==> src/sv/sqlc_pkg.sv <==
// ----------------------------------------------------------------------------
// sqlc_pkg
// Shared types, byte codes and keyword tables for the read-only classifier.
// ----------------------------------------------------------------------------
package sqlc_pkg;

	localparam int unsigned NUM_WORDS = 5;
	localparam int unsigned WORD_CHARS = 8;

	typedef enum logic [2:0] {
		KW_NONE     = 3'd0,
		KW_SELECT   = 3'd1,
		KW_SHOW     = 3'd2,
		KW_DESCRIBE = 3'd3,
		KW_DESC     = 3'd4,
		KW_EXPLAIN  = 3'd5
	} kw_code_t;

	localparam logic [7:0] CH_SLASH = 8'h2F;
	localparam logic [7:0] CH_STAR  = 8'h2A;
	localparam logic [7:0] CH_DASH  = 8'h2D;
	localparam logic [7:0] CH_HASH  = 8'h23;
	localparam logic [7:0] CH_LF    = 8'h0A;

	// word k is listed in keyword-code order, code = k + 1
	localparam logic [7:0] WORD_TEXT [NUM_WORDS][WORD_CHARS] = '{
		'{8'h53, 8'h45, 8'h4C, 8'h45, 8'h43, 8'h54, 8'h00, 8'h00},
		'{8'h53, 8'h48, 8'h4F, 8'h57, 8'h00, 8'h00, 8'h00, 8'h00},
		'{8'h44, 8'h45, 8'h53, 8'h43, 8'h52, 8'h49, 8'h42, 8'h45},
		'{8'h44, 8'h45, 8'h53, 8'h43, 8'h00, 8'h00, 8'h00, 8'h00},
		'{8'h45, 8'h58, 8'h50, 8'h4C, 8'h41, 8'h49, 8'h4E, 8'h00}
	};
	localparam logic [3:0] WORD_LEN [NUM_WORDS] = '{4'd6, 4'd4, 4'd8, 4'd4, 4'd7};

	typedef struct packed {
		logic [7:0] data;
		logic       present;
		logic       last;
	} sqlc_item_t;

	typedef struct packed {
		logic     valid;
		kw_code_t code;
	} sqlc_result_t;

	function automatic logic is_space(input logic [7:0] c);
		return c inside {[8'h09:8'h0D], 8'h20};
	endfunction

	function automatic logic is_letter(input logic [7:0] c);
		return c inside {[8'h41:8'h5A], [8'h61:8'h7A]};
	endfunction

	function automatic logic [7:0] to_upper(input logic [7:0] c);
		return (c inside {[8'h61:8'h7A]}) ? (c - 8'h20) : c;
	endfunction

endpackage

==> src/sv/sqlc_scan.sv <==
// ----------------------------------------------------------------------------
// sqlc_scan
// Per-byte scanner: skips leading noise, folds and matches the first word.
// ----------------------------------------------------------------------------
module sqlc_scan (
	input  logic                 clk,
	input  logic                 arst_n,
	input  logic                 step,
	input  sqlc_pkg::sqlc_item_t item,
	output sqlc_pkg::sqlc_result_t result
);
	import sqlc_pkg::*;

	typedef enum logic [2:0] {
		PH_NOISE,
		PH_SLASH,
		PH_DASH,
		PH_BLOCK,
		PH_BLOCK_STAR,
		PH_LINE,
		PH_WORD,
		PH_DONE
	} phase_t;

	phase_t             phase_q, phase_n;
	logic [NUM_WORDS-1:0] mask_q, mask_n, letter_mask;
	logic [3:0]         cnt_q, cnt_n, cnt_inc;
	logic [7:0]         up;
	kw_code_t           code;

	always_comb begin
		up = to_upper(item.data);
		for (int k = 0; k < NUM_WORDS; k++) begin
			letter_mask[k] = mask_q[k] && (cnt_q < WORD_LEN[k]) &&
				(WORD_TEXT[k][cnt_q[2:0]] == up);
		end
		cnt_inc = (cnt_q == 4'hF) ? cnt_q : cnt_q + 4'd1;
	end

	always_comb begin
		phase_n = phase_q;
		mask_n  = mask_q;
		cnt_n   = cnt_q;
		if (item.present) begin
			case (phase_q)
				PH_NOISE: begin
					if (is_space(item.data)) begin
						phase_n = PH_NOISE;
					end else if (item.data == CH_SLASH) begin
						phase_n = PH_SLASH;
					end else if (item.data == CH_DASH) begin
						phase_n = PH_DASH;
					end else if (item.data == CH_HASH) begin
						phase_n = PH_LINE;
					end else if (is_letter(item.data)) begin
						phase_n = PH_WORD;
						mask_n  = letter_mask;
						cnt_n   = cnt_inc;
					end else begin
						phase_n = PH_DONE;
					end
				end
				PH_SLASH: phase_n = (item.data == CH_STAR) ? PH_BLOCK : PH_DONE;
				PH_DASH:  phase_n = (item.data == CH_DASH) ? PH_LINE : PH_DONE;
				PH_BLOCK: begin
					if (item.data == CH_STAR) phase_n = PH_BLOCK_STAR;
				end
				PH_BLOCK_STAR: begin
					if (item.data == CH_SLASH) begin
						phase_n = PH_NOISE;
					end else if (item.data != CH_STAR) begin
						phase_n = PH_BLOCK;
					end
				end
				PH_LINE: begin
					if (item.data == CH_LF) phase_n = PH_NOISE;
				end
				PH_WORD: begin
					if (is_letter(item.data)) begin
						mask_n = letter_mask;
						cnt_n  = cnt_inc;
					end else begin
						phase_n = PH_DONE;
					end
				end
				default: phase_n = phase_q;
			endcase
		end
	end

	// lowest matching word wins
	always_comb begin
		code = KW_NONE;
		if (phase_n == PH_WORD || phase_n == PH_DONE) begin
			for (int k = NUM_WORDS - 1; k >= 0; k--) begin
				if (mask_n[k] && cnt_n == WORD_LEN[k]) code = kw_code_t'(3'(k + 1));
			end
		end
	end

	assign result.valid = step && item.last;
	assign result.code  = code;

	always_ff @(posedge clk or negedge arst_n) begin
		if (!arst_n) begin
			phase_q <= PH_NOISE;
			mask_q  <= '1;
			cnt_q   <= '0;
		end else if (step) begin
			if (item.last) begin
				phase_q <= PH_NOISE;
				mask_q  <= '1;
				cnt_q   <= '0;
			end else begin
				phase_q <= phase_n;
				mask_q  <= mask_n;
				cnt_q   <= cnt_n;
			end
		end
	end

endmodule

==> src/sv/sqlc_out.sv <==
// ----------------------------------------------------------------------------
// sqlc_out
// Result register holding one classification until the sink takes it.
// ----------------------------------------------------------------------------
module sqlc_out (
	input  logic                   clk,
	input  logic                   arst_n,
	input  sqlc_pkg::sqlc_result_t result,
	input  logic                   out_ready,
	output logic                   out_valid,
	output logic                   out_read_only,
	output sqlc_pkg::kw_code_t     out_code,
	output logic                   full_stall
);
	import sqlc_pkg::*;

	logic     valid_q;
	kw_code_t code_q;

	always_ff @(posedge clk or negedge arst_n) begin
		if (!arst_n) begin
			valid_q <= 1'b0;
		end else begin
			valid_q <= result.valid || (valid_q && !out_ready);
		end
	end

	always_ff @(posedge clk) begin
		if (result.valid) begin
			code_q <= result.code;
		end
	end

	assign out_valid     = valid_q;
	assign out_code      = code_q;
	assign out_read_only = (code_q != KW_NONE);
	// a new result may only land when the register is empty or is taken this cycle
	assign full_stall    = valid_q && !out_ready;

endmodule

==> src/sv/sql_read_only_classifier.sv <==
// a final item's result passes from the input register through the result register onto m_axis
// throughput: one byte per cycle, except while a final item waits for room in the result register
// a final item waits in the input register only while the result register is full and not being taken
// reset (arst_n low) clears the scanner to the leading-noise phase and drops all valid flags
// ----------------------------------------------------------------------------
// sql_read_only_classifier
// Classifies a byte stream of SQL text by its leading keyword as read-only or not.
// ----------------------------------------------------------------------------
module sql_read_only_classifier (
	input  logic       clk,
	input  logic       arst_n,
	input  logic       s_axis_tvalid,
	output logic       s_axis_tready,
	input  logic [7:0] s_axis_tdata,  // [7:0] statement_byte
	input  logic       s_axis_tuser,  // [0] byte_present
	input  logic       s_axis_tlast,  // end_of_statement
	output logic       m_axis_tvalid,
	input  logic       m_axis_tready,
	output logic [7:0] m_axis_tdata   // [0] read_only, [3:1] keyword_code, [7:4] zero
);
	import sqlc_pkg::*;

	sqlc_item_t   item_s1;
	logic         valid_s1;
	logic         advance;
	logic         step;
	logic         full_stall;
	logic         ro;
	kw_code_t     code;
	sqlc_result_t result;

	// only a final item needs room in the result register
	assign advance       = !(item_s1.last && full_stall);
	assign step          = valid_s1 && advance;
	assign s_axis_tready = !valid_s1 || advance;

	always_ff @(posedge clk or negedge arst_n) begin
		if (!arst_n) begin
			valid_s1 <= 1'b0;
		end else if (s_axis_tready) begin
			valid_s1 <= s_axis_tvalid;
		end
	end

	always_ff @(posedge clk) begin
		if (s_axis_tready && s_axis_tvalid) begin
			item_s1.data    <= s_axis_tdata;
			item_s1.present <= s_axis_tuser;
			item_s1.last    <= s_axis_tlast;
		end
	end

	sqlc_scan u_scan (
		.clk    (clk),
		.arst_n (arst_n),
		.step   (step),
		.item   (item_s1),
		.result (result)
	);

	sqlc_out u_out (
		.clk           (clk),
		.arst_n        (arst_n),
		.result        (result),
		.out_ready     (m_axis_tready),
		.out_valid     (m_axis_tvalid),
		.out_read_only (ro),
		.out_code      (code),
		.full_stall    (full_stall)
	);

	assign m_axis_tdata = {4'b0000, code, ro};

	a_ro_matches_code: assert property (@(posedge clk) disable iff (!arst_n)
		m_axis_tvalid |-> (m_axis_tdata[0] == (m_axis_tdata[3:1] != 3'd0)))
		else $error("read_only disagrees with keyword_code");

	a_code_range: assert property (@(posedge clk) disable iff (!arst_n)
		m_axis_tvalid |-> (m_axis_tdata[3:1] <= KW_EXPLAIN))
		else $error("keyword_code out of range");

	a_stall_cause: assert property (@(posedge clk) disable iff (!arst_n)
		!s_axis_tready |-> (m_axis_tvalid && !m_axis_tready && valid_s1 && item_s1.last))
		else $error("input stalled without a blocked final item");

	a_no_overwrite: assert property (@(posedge clk) disable iff (!arst_n)
		result.valid |-> !full_stall)
		else $error("result written over an untaken result");

endmodule

==> config.mk <==
export PLATFORM = sky130hd
export DESIGN_NAME = sql_read_only_classifier
export DESIGN_NICKNAME = d
export VERILOG_FILES = /design/src/sv/sqlc_pkg.sv /design/src/sv/sqlc_scan.sv /design/src/sv/sqlc_out.sv /design/src/sv/sql_read_only_classifier.sv
export SDC_FILE = /design/constraint.sdc
export NUM_CORES = 1
export LEC_CHECK = 0
export BUFFER_PORTS_ARGS = -buffer_cell sky130_fd_sc_hd__buf_2
export CORE_ASPECT_RATIO = 2
export CORE_MARGIN = 2
export CORE_UTILIZATION = 60
export CTS_BUF_LIST = sky130_fd_sc_hd__clkbuf_8
export CTS_CLUSTER_DIAMETER = 100
export DETAILED_ROUTE_END_ITERATION = 6
export GPL_TIMING_DRIVEN = 1
export PLACE_DENSITY = 0.81
export SYNTH_ARGS = -nofsm -noshare
export SYNTH_HDL_FRONTEND = slang
export SYNTH_HIERARCHICAL = 1
export SYNTH_SLANG_ARGS = --single-unit
==> constraint.sdc <==
create_clock -name clk -period 3.9 [get_ports clk]
set_clock_uncertainty 0.15 [all_clocks]
set_input_delay 0.975 -clock clk [delete_from_list [all_inputs] [get_ports clk]]
set_output_delay 0.975 -clock clk [all_outputs]
set_load 0.02 [all_outputs]
# After elaboration in Yosys (flattened, before gate mapping)
# Memories as Yosys holds them, arrays and structs flattened.
# Cells that the tools add are included.
# totals
ff_bits,27
rom_bits,320
output_inout_bits,10
mem_count,5
# op_classes
addsub,2
order_cmp,11
n_eq_ne,25
mux,48
n_bitwise,2
reduce_logical,35
# memory_table
memory,depth,width,rd,rd_clocked_by_memory_dff,write_ports,line_no,source
(no name shown),8,8,1,0,0,sqlc_scan.sv:35,(WORD_TEXT[k][cnt_q[2:0]] == up);
(no name shown),8,8,1,0,0,sqlc_scan.sv:35,
(no name shown),8,8,1,0,0,sqlc_scan.sv:35,
(no name shown),8,8,1,0,0,sqlc_scan.sv:35,
(no name shown),8,8,1,0,0,sqlc_scan.sv:35,
# op_table
cell,count
$mux 8,11
$mux 3,14
$eq 8x6->1 const B,5
$eq 8x8->1,5
$mux 5,7
$mux 4,8
$logic_and 1x1->1,23
$pmux 3 s7,1
$ge 8x7->1 const B,2
$le 8x7->1 const B,2
$eq 3x3->1 const B,5
$eq 4x3->1 const B,3
$lt 4x3->1 const B,3
$pmux 5 s2,1
$eq 4x4->1 const B,2
$eq 8x4->1 const B,1
$ge 8x4->1 const B,1
$le 8x4->1 const B,1
$ne 8x6->1 const B,1
$pmux 4 s2,1
$sub 8x6->8 const B,1
$eq 3x2->1 const B,2
$mux 2,3
$add 4x1->4 const B,1
other kinds (13),19

# Logic depth before layout (Yosys ltp)
# Gate-level depths: netlist of run 1.
# depth
depth_word,19
mapped_depth,10
depth_no_buf,9

# Cells and area by module
# The synthesis of run 1 kept the hierarchy.
# modules_own_cells
module,n_inst,cells_each,area_per_inst_um2,seq_area_each_um2
sqlc_scan,1,252,1828.0,306.5
sql_read_only_classifier,1,21,396.6,325.3
sqlc_out,1,7,133.9,115.1

# Worst setup path after synthesis of run 1
# Ideal clock, no wire load.
# synth_path
kind,register to register
startpoint,register item_s1[7] in the netlist's numbering
endpoint,"register u_out.code_q[0] (netlist: u_out/out_code[0]), data pin"
t_arrival_ns,2.406
path_slack_ns,1.198
stages_incl_launch_ff,9
period_less_slack_ns,2.702
cell_sequence,edfxtp_1 > inv_1 > ha_1 > or3_1 > o31a_1 > or4_1 > and3_1 > a2111o_1 > a21oi_1
# synth_between
elab_chain_len,18
word_cells_on_any_way,75
cone_classes,add/sub: 1; order compare: 6; eq/ne: 18; mux: 34; reduce/logical: 16
# synth_rtl
element,line_no,source
from (decl),sql_read_only_classifier.sv:23,sqlc_item_t item_s1;
$ge 8x7->1 or $le 8x7->1 (tied branches),"sqlc_pkg.sv:51, sqlc_pkg.sv:55",
$logic_and 1x1->1,"sqlc_pkg.sv:51, sqlc_pkg.sv:55",
$mux 8,sqlc_pkg.sv:55,return (c inside {[8'h61:8'h7A]}) ? (c - 8'h20) : c;
$eq 8x8->1,sqlc_scan.sv:35,
$logic_and 1x1->1,sqlc_scan.sv:34,letter_mask[k] = mask_q[k] && (cnt_q < WORD_LEN[k]) &&
$mux 5,"sqlc_scan.sv:55, sqlc_scan.sv:79",
$mux 5,sqlc_scan.sv:53,end else if (item.data == CH_HASH) begin
$mux 5,sqlc_scan.sv:51,end else if (item.data == CH_DASH) begin
$mux 5,sqlc_scan.sv:49,end else if (item.data == CH_SLASH) begin
$mux 5,sqlc_scan.sv:47,if (is_space(item.data)) begin
$pmux 5 s2,sqlc_scan.sv:45,case (phase_q)
$mux 5,sqlc_scan.sv:44,if (item.present) begin
$logic_and 1x1->1,sqlc_scan.sv:96,if (mask_n[k] && cnt_n == WORD_LEN[k]) code = kw_code_t'(3'(k + 1));
$mux 3 (2 in series),sqlc_scan.sv:96,
$mux 2 (2 in series),sqlc_scan.sv:96,
$mux 1,sqlc_scan.sv:96,
to (signal assigned),sqlc_out.sv:30,code_q <= result.code;
to (decl),sqlc_out.sv:18,kw_code_t code_q;
# Parallel ways exist; a longest one is shown, timed or not.
# A chain may end at the register's enable or synchronous reset.

# Final worst setup path of run 1
# layout_path
startpoint,register item_s1[5] in the netlist's numbering
endpoint,"register u_out.code_q[2] (netlist: u_out/out_code[2]), data pin"
# layout_between
elab_chain_len,15
word_cells_on_any_way,74
cone_classes,add/sub: 1; order compare: 6; eq/ne: 18; mux: 31; bitwise: 1; reduce/logical: 17
# layout_rtl
element,line_no
$ge 8x7->1 or $le 8x7->1 (tied branches),"sqlc_pkg.sv:51, sqlc_pkg.sv:55"
$logic_and 1x1->1,"sqlc_pkg.sv:51, sqlc_pkg.sv:55"
$mux 8,sqlc_pkg.sv:55
$eq 8x8->1,sqlc_scan.sv:35
$logic_and 1x1->1,sqlc_scan.sv:34
$mux 5,"sqlc_scan.sv:55, sqlc_scan.sv:79"
$mux 5,sqlc_scan.sv:53
$mux 5,sqlc_scan.sv:51
$mux 5,sqlc_scan.sv:49
$mux 5,sqlc_scan.sv:47
$pmux 5 s2,sqlc_scan.sv:45
$mux 5,sqlc_scan.sv:44
$logic_and 1x1->1,sqlc_scan.sv:96
$mux 3 (2 in series),sqlc_scan.sv:96
# Parallel ways exist; a longest one is shown, timed or not.

==> results of run 1 <==
==> stage by stage <==
step                utilization, %  total power, W  cell area (um2)  setup WS [ns]  cells
floorplan                        -       0.0005578             2370          1.198    283
finish                       66.58       0.0007780             2532         0.8045    342
detailed placement           65.33       0.0006187             2485         0.8650    338
global placement             65.33       0.0006110             2485         0.9081    338
CTS                          66.58       0.0007827             2532         0.8505    342
global route                 66.58       0.0008233             2532         0.6394    342
==> cell usage in the layout, fill, tap and decap left out, types with 3 or more instances in the layout <==
cell type and count:
o21ai_0 14, buf_2 19, o31ai_1 5, xor2_1 6, nand4_1 5, a211o_1 3
dfrtp_1 9, edfxtp_1 13, mux2i_1 4, conb_1 4, nand3_1 6, a21boi_0 3
nor4_1 3, or3_1 7, a22oi_1 3, nand2_1 33, buf_4 9, inv_1 10
nand3b_1 3, ha_1 10, o22ai_1 3, nor2b_1 4, a31oi_1 4, nand2b_1 6
clkbuf_8 3, dfstp_2 5, nor3_1 6, a21oi_1 15, nor2_1 16, xnor2_1 8
==> worst reg2reg max path, delay by kind of cell (launching register included) <==
kind	cells	cell delay, ns
flip-flops	1	0.65
AO/OA/AOI/OAI	5	1.16
AND/OR/NAND/NOR	2	0.91
==> cell type report <==
cell class | instances | area (um2)
clock buffer | 3 | 41.29
clock inverter | 1 | 6.256
fill | 348 | 1271
inverter | 11 | 41.29
multi-input combinational | 221 | 1470
sequential | 27 | 747.0
tap | 51 | 63.81
timing repair buffer | 28 | 162.7
==> routing by layer <==
layer | track usage (%) | part of all wire (%)
met5 | 0 | 0
met2 | 53.47 | 55
met3 | 2.581 | 3.8
met1 | 27.28 | 36
met4 | 19.05 | 5.3
==> worst paths after layout <==
path                                         startpoint                            to  slack, ns  cells past startpoint
max in group asynchronous                        arst_n  u_scan/mask_q[0]$_DFFE_PN1P_       2.89                      1
min in group asynchronous                        arst_n          valid_s1$_DFFE_PN0P_       0.43                      1
setup reg to reg                   item_s1[5]$_DFFE_PP_   u_out/out_code[2]$_DFFE_PP_       0.80                      7
hold / removal             u_scan/mask_q[2]$_DFFE_PN1P_  u_scan/mask_q[2]$_DFFE_PN1P_       0.34                      2
hold reg to reg            u_scan/mask_q[2]$_DFFE_PN1P_  u_scan/mask_q[2]$_DFFE_PN1P_       0.34                      2
setup / recovery                   item_s1[5]$_DFFE_PP_   u_out/out_code[2]$_DFFE_PP_       0.80                      7
==> registers in the layout (all words and copies together), names as in the netlist <==
| register | cells |
|---|---|
| item_s1 | 10 |
| u_scan/mask_q | 5 |
| u_scan/cnt_q | 4 |
| u_out/out_code | 3 |
| u_scan/phase_q | 3 |
| u_out/out_valid | 1 |
| valid_s1 | 1 |
==> Yosys cell counts, types with 2 or more instances <==
cell type and n:
nand2_1 33, nor2_1 16, a21oi_1 15, o21ai_0 14
clkbuf_1 13, edfxtp_1 13, ha_1 10, inv_1 10
dfrtp_1 9, xnor2_1 8, or3_1 7, nand2b_1 6
nand3_1 6, nor3_1 6, xor2_1 6, buf_4 5
dfstp_2 5, nand4_1 5, o31ai_1 5, a31oi_1 4
buf_1 4, mux2i_1 4, nor2b_1 4, a211o_1 3
a21boi_0 3, a22oi_1 3, nand3b_1 3, nor4_1 3
o22ai_1 3, a2111oi_0 2, a211oi_1 2, a221oi_1 2
and2_1 2, and3_1 2, buf_2 2, nor4b_1 2
o2111ai_1 2, o21a_1 2, o221ai_1 2, o22a_1 2
o31a_1 2, or4_1 2, or4b_2 2
==> power groups by stage <==
stage,logic [W],registers [W],clock network (W)
2_1_floorplan,0.000204,0.000354,0
5_1_grt,0.000269,0.000381,0.000173
4_1_cts,0.000240,0.000374,0.000169
3_3_place_gp,0.000232,0.000379,0
3_5_place_dp,0.000238,0.000381,0
6_report,0.000243,0.000376,0.000159
==> logic make-up (layout without fill, tap and decap cells) <==
group,after synthesis,count (layout),share of synthesized area (%)
compound gates,81,81,24.35
xor+xnor,14,14,5.199
fa+ha+maj,10,10,5.305
buf+inv,35,43,6.472
flops,27,27,31.67
mux,5,5,2.175
other cells,1,4,0.1590
simple gates,107,107,24.67
==> out/results.tsv, run 1 <==
stage	metric	value	unit
pwr	sequential share of power	48.3	%
global_route	Total GRT Usage	27.87	%
placement	post-DP HPWL	4.439	mm
synthesis	synthesized area per cell	8.423	um2
placement	buffers added on ports	19	
worst_setup_path	CP Buf/Inv Count	0	
global_route	Overflow after GRT	0	
pwr	combinational fraction of design power	31.2	%
placement	gpl congestion	1.014	
synthesis	Synth Register Bits	27	
routing	Pre-antenna DRT Iters	4	
cts	Num CTS Buffers	3	
layout	# diodes	0	
routing	via/cell ratio	6.360	
hold_path	min-delay worst type	flop to flop	
worst_setup_path	CP Cell Sequence	or4b_2 > o21ai_0 > a41oi_1 > a211oi_1 > a21boi_0 > o21ai_1 > and4b_1	
cts	CTS Hold Buffers Added	0	
cts	CTS root buf	clkbuf_8	
routing	Detail Route Antenna Nets	0	
pwr	P_sw	0.0002746	W
layout	Layout area overhead	7.374	%
routing	WL per Instance	17.09	um
sta	Tcrit/Tclk final	79.37	%
cts	CTS H-tree depth	1	
global_route	vias in the first global route	2253	
routing	drt total wl	5.846	mm
floorplan	# rows	32	
floorplan	Die ar.	4479	um2
synthesis	number of synthesized flops with an enable pin	13	
flow_run	max_cap viols	0	
worst_setup_path	largest stage delay on the critical path	0.68	ns
worst_setup_path	critical path startpoint category	flop	
synthesis	YS warnings	6	
sta	Final TNS setup	0	ns
sta	RSZ-0062 raised after global routing	no	
sta	minimum clock period	3.096	ns
layout	Nets	316	
floorplan	IO Pins	24	
cts	CTS tree	done	
outcome	outcome	completed	
sta	Setup Viol. Count Final	0	
cts	Worst-path clk slew	0.10	ns
worst_setup_path	CP max FO	16	
global_route	initial antenna violation count	0	
floorplan	Core Area	3804	um2
synthesis	Synth cell types	69	
global_route	first-pass GRT wire length	9.887	mm
cts	setup bufs post-CTS	0	
synthesis	Top FF cell, synth	edfxtp_1	
sta	endpoints failing hold	0	
synthesis	register area share after synthesis	31.67	%
worst_setup_path	delay-heaviest family, CP	compound AO/OA/AOI/OAI gates	
sta	Max Fclk	0.3230	GHz
synthesis	post-synthesis instance area	2359	um2
worst_setup_path	Worst EP required	3.79	ns
pwr	PwrDens	307.2	nW/um2
worst_setup_path	WP data arrival	2.98	ns
synthesis	async set-or-reset flop fraction in the synthesized netlist	51.85	%
routing	via count	2175	
synthesis	Yosys top cell by area	edfxtp_1	
synthesis	Yosys top cell area share	16.55	%
global_route	largest net degree at the start of global routing	25	
sta	final hold slack	0.3413	ns
cts	clock latency on the worst-skew pair	0.27	ns
sta	Slew Viols, Final	0	
pwr	Leakage	0.9465	nW
cts	PostCTS Resize Cnt	0	
pwr	clock power share	20.5	%
sta	Slew @ Worst Pin	0.7953	ns
pwr	Net Sw Frac	35.29	%
worst_setup_path	Setup CP Type	flop to flop	
synthesis	Area contributors post-synth	edfxtp_1, dfrtp_1, dfstp_2	
sta	Rel. slew slack	46.98	%
synthesis	Post-Syn Instances	280	
pwr	internal power	0.0005035	W
floorplan	Initial Util	62.01	%
worst_setup_path	slowest CP cell	or4b_2	
routing	initial DRC count	59	
layout	share of cells above drive strength 1	15.46	%
cts	sink count of the clock tree	27	
cts	CTS max path bufs	2	
floorplan	Die X	48.34	um
pwr	Peak VDD IR	0.0002862	V
floorplan	die height	92.67	um
routing	DRC	0	
worst_setup_path	Worst Setup End Kind	flop	
(Power assumes the default switching activity.)
==> inputs of run 2 (changes only) <==
--- a/config.mk
+++ b/config.mk
@@ -5,15 +5,16 @@
 export SDC_FILE = /design/constraint.sdc
 export NUM_CORES = 1
 export LEC_CHECK = 0
+export ABC_AREA = 1
 export BUFFER_PORTS_ARGS = -buffer_cell sky130_fd_sc_hd__buf_2
 export CORE_ASPECT_RATIO = 2
 export CORE_MARGIN = 2
-export CORE_UTILIZATION = 60
+export CORE_UTILIZATION = 56
 export CTS_BUF_LIST = sky130_fd_sc_hd__clkbuf_8
 export CTS_CLUSTER_DIAMETER = 100
 export DETAILED_ROUTE_END_ITERATION = 6
 export GPL_TIMING_DRIVEN = 1
-export PLACE_DENSITY = 0.81
+export PLACE_DENSITY = 0.79
 export SYNTH_ARGS = -nofsm -noshare
 export SYNTH_HDL_FRONTEND = slang
 export SYNTH_HIERARCHICAL = 1
==> constraint.sdc (replaced) <==
create_clock -name clk -period 2.72 [get_ports clk]
set_clock_uncertainty 0.15 [all_clocks]
set_input_delay 0.68 -clock clk [delete_from_list [all_inputs] [get_ports clk]]
set_output_delay 0.68 -clock clk [all_outputs]
set_load 0.02 [all_outputs]
==> out/results.tsv, run 2 <==
stage	metric	value	unit
global_route	initial antenna violation count	0	
flow_run	max_cap viols	0	
sta	Setup Viol. Count Final	0	
routing	drt total wl	6.196	mm
layout	commonest non-fill, non-tap cells in the layout	nand2_1, nor2_1, inv_1	
floorplan	IO Pins	24	
pwr	sequential share of power	35.5	%
layout	# diodes	0	
worst_setup_path	CP Cell Sequence	nor2_1 > nand3_2 > nor3_2 > nand2_1 > a21oi_1 > nor2_1 > nor2_1 > nand4_1 > o21ai_1 > nor2_1 > inv_1 > nor2_1	
cts	CTS H-tree depth	1	
synthesis	async set-or-reset flop fraction in the synthesized netlist	51.85	%
placement	placed inst area	2659	um2
placement	Setup WS pre-CTS	0.1557	ns
layout	most common cell after layout, fill and taps aside	nand2_1	
pwr	combinational fraction of design power	48.2	%
sta	setup ws final	0.2342	ns
synthesis	Area contributors post-synth	edfxtp_1, nand2_1, dfrtp_1	
layout	Largest Register	item_s1	
routing	via/cell ratio	5.562	
worst_setup_path	WP data arrival	2.39	ns
pwr	internal power	0.0008513	W
synthesis	Yosys top cell by area	edfxtp_1	
synthesis	most common cell in the netlist	nand2_1	
routing	via count	2364	
worst_setup_path	CP max FO	5	
worst_setup_path	critical path startpoint category	flop	
synthesis	Yosys top cell area share	15.35	%
synthesis	Top FF cell, synth	edfxtp_1	
cts	CTS tree	done	
placement	buffers added on ports	19	
layout	Nets	396	
cts	sink count of the clock tree	27	
hold_path	min-delay worst type	input pin to async pin	
synthesis	Synth Register Bits	27	
global_route	first-pass GRT wire length	10.38	mm
pwr	Tot Pwr	0.001522	W
pwr	clock power share	16.3	%
pwr	P_sw	0.0006707	W
cts	clock latency on the worst-skew pair	0.29	ns
layout	Layout area overhead	8.313	%
routing	Pre-antenna DRT Iters	4	
routing	WL per Instance	14.58	um
floorplan	die height	99.31	um
pwr	PwrDens	552.4	nW/um2
synthesis	Synth cell types	45	
sta	Max Fclk	0.4023	GHz
worst_setup_path	reg2reg setup slack	0.23	ns
worst_setup_path	slowest CP cell	edfxtp_1	
pwr	Net Sw Frac	44.07	%
floorplan	Die X	51.66	um
sta	Rel. slew slack	66.51	%
global_route	Overflow after GRT	0	
worst_setup_path	R2R depth	12	
sta	Slew Viols, Final	0	
synthesis	post-synthesis instance area	2544	um2
worst_setup_path	delay-heaviest family, CP	simple AND/OR/NAND/NOR gates	
worst_setup_path	Crit. path cell count	12	
pwr	Peak VDD IR	0.0004477	V
floorplan	Initial Util	58.62	%
global_route	largest net degree at the start of global routing	18	
worst_setup_path	CP dominant cell by count	nor2_1	
global_route	Total GRT Usage	26.36	%
worst_setup_path	R2R Path Start	item_s1[9]$_DFFE_PP_	
sta	endpoints failing hold	0	
synthesis	YS warnings	6	
synthesis	most frequent cells after synthesis	nand2_1, nor2_1, inv_1	
worst_setup_path	critical path launch point	item_s1[9]$_DFFE_PP_	
layout	Util after Layout	63.49	%
global_route	vias in the first global route	2388	
synthesis	number of synthesized flops with an enable pin	13	
synthesis	synthesized area per cell	7.309	um2
layout	biggest regs	item_s1 x10, u_scan/mask_q x5, u_scan/cnt_q x4	
sta	minimum clock period	2.486	ns
pwr	Leakage	1.308	nW
floorplan	Die ar.	5130	um2
worst_setup_path	Setup CP Type	flop to flop	
cts	CTS max path bufs	2	
cts	CTS root buf	clkbuf_8	
worst_setup_path	Worst EP required	2.62	ns
floorplan	# rows	34	
sta	final hold slack	0.1213	ns
routing	Detail Route Antenna Nets	0	
synthesis	register area share after synthesis	29.37	%
sta	Slew @ Worst Pin	0.4978	ns
worst_setup_path	largest stage delay on the critical path	0.52	ns
routing	DRC	0	
outcome	outcome	completed	
layout	Largest register FFs	10	
layout	final instance area	2755	um2
worst_setup_path	CP Buf/Inv Count	1	
placement	gpl congestion	0.9532	
synthesis	Post-Syn Instances	348	
layout	share of cells above drive strength 1	25.61	%
worst_setup_path	Worst Setup End Kind	flop	
placement	post-DP HPWL	4.980	mm
floorplan	Core Area	4339	um2
routing	initial DRC count	65	
cts	Num CTS Buffers	3	
sta	Tcrit/Tclk final	91.39	%
cts	Worst-path clk slew	0.10	ns
-- run 2: kinds of logic (layout without fill, tap and decap cells) --
| kind of cell | after synthesis | count (layout) | synth area share, % |
|---|---|---|---|
| AO/OA/AOI/OAI | 54 | 54 | 14.17 |
| XOR/XNOR | 13 | 13 | 4.476 |
| flip-flops | 27 | 27 | 29.37 |
| buffers and inverters | 53 | 73 | 10.13 |
| other | 1 | 4 | 0.1474 |
| AND/OR/NAND/NOR | 190 | 190 | 36.79 |
| adder cells (fa/ha/maj) | 10 | 10 | 4.919 |
-- run 2: what timing repair did --
item / CTS / global route
hold buffers: 0 / 0
buffers inserted: 0 / 4
hold endpoints to repair: 0 / 0
resized for setup: 0 / 5
endpoints found under the setup margin: 0 / 3
-- run 2: worst register-to-register path, stage by stage, from the launching register on --
cell and delay [ns]:
edfxtp_1 0.52, nor2_1 0.21, nand3_2 0.15, nor3_2 0.18, nand2_1 0.10, a21oi_1 0.21
nor2_1 0.08, nor2_1 0.14, nand4_1 0.11, o21ai_1 0.14, nor2_1 0.11, inv_1 0.11
nor2_1 0.05
-- run 2: power groups by stage --
stage | Clock, W | Sequential (W) | Combinational [W]
final | 0.000248 | 0.000541 | 0.000733
after global routing | 0.000264 | 0.000549 | 0.000827
after CTS | 0.000253 | 0.000543 | 0.000706
after detailed placement | 0 | 0.000552 | 0.000702
after global placement | 0 | 0.000550 | 0.000690
after floorplan | 0 | 0.000524 | 0.000575
-- run 2: layer usage --
layer / routed length (um) / GRT usage [%]
met5: 0 / 0
met4: 262 / 14.17
met3: 150 / 1.802
met2: 3576 / 49.70
met1: 2206 / 27.41
-- run 2: final cells by class --
class / count / area (um2)
sequential: 27 / 748.2
fill: 415 / 1584
timing repair buffer: 30 / 177.7
inverter: 39 / 148.9
clock buffer: 3 / 41.29
tap: 54 / 67.56
clock inverter: 1 / 8.758
multi-input combinational: 271 / 1563
-- run 2: per-stage QoR --
| step | instances | setup TNS [ns] |
|---|---|---|
| 2_1_floorplan | 351 | 0 |
| 3_3_place_gp | 417 | 0 |
| 3_5_place_dp | 417 | 0 |
| 4_1_cts | 421 | 0 |
| 5_1_grt | 425 | -0.009155 |
| 6_report | 425 | 0 |
-- run 2: final timing paths --
check / to
setup / recovery: u_out/out_code[2]$_DFFE_PP_
setup reg to reg: u_out/out_code[2]$_DFFE_PP_
hold reg to reg: u_scan/mask_q[1]$_DFFE_PN1P_
hold / removal: valid_s1$_DFFE_PN0P_
max in group asynchronous: u_scan/mask_q[4]$_DFFE_PN1P_
min in group clk: u_scan/mask_q[1]$_DFFE_PN1P_
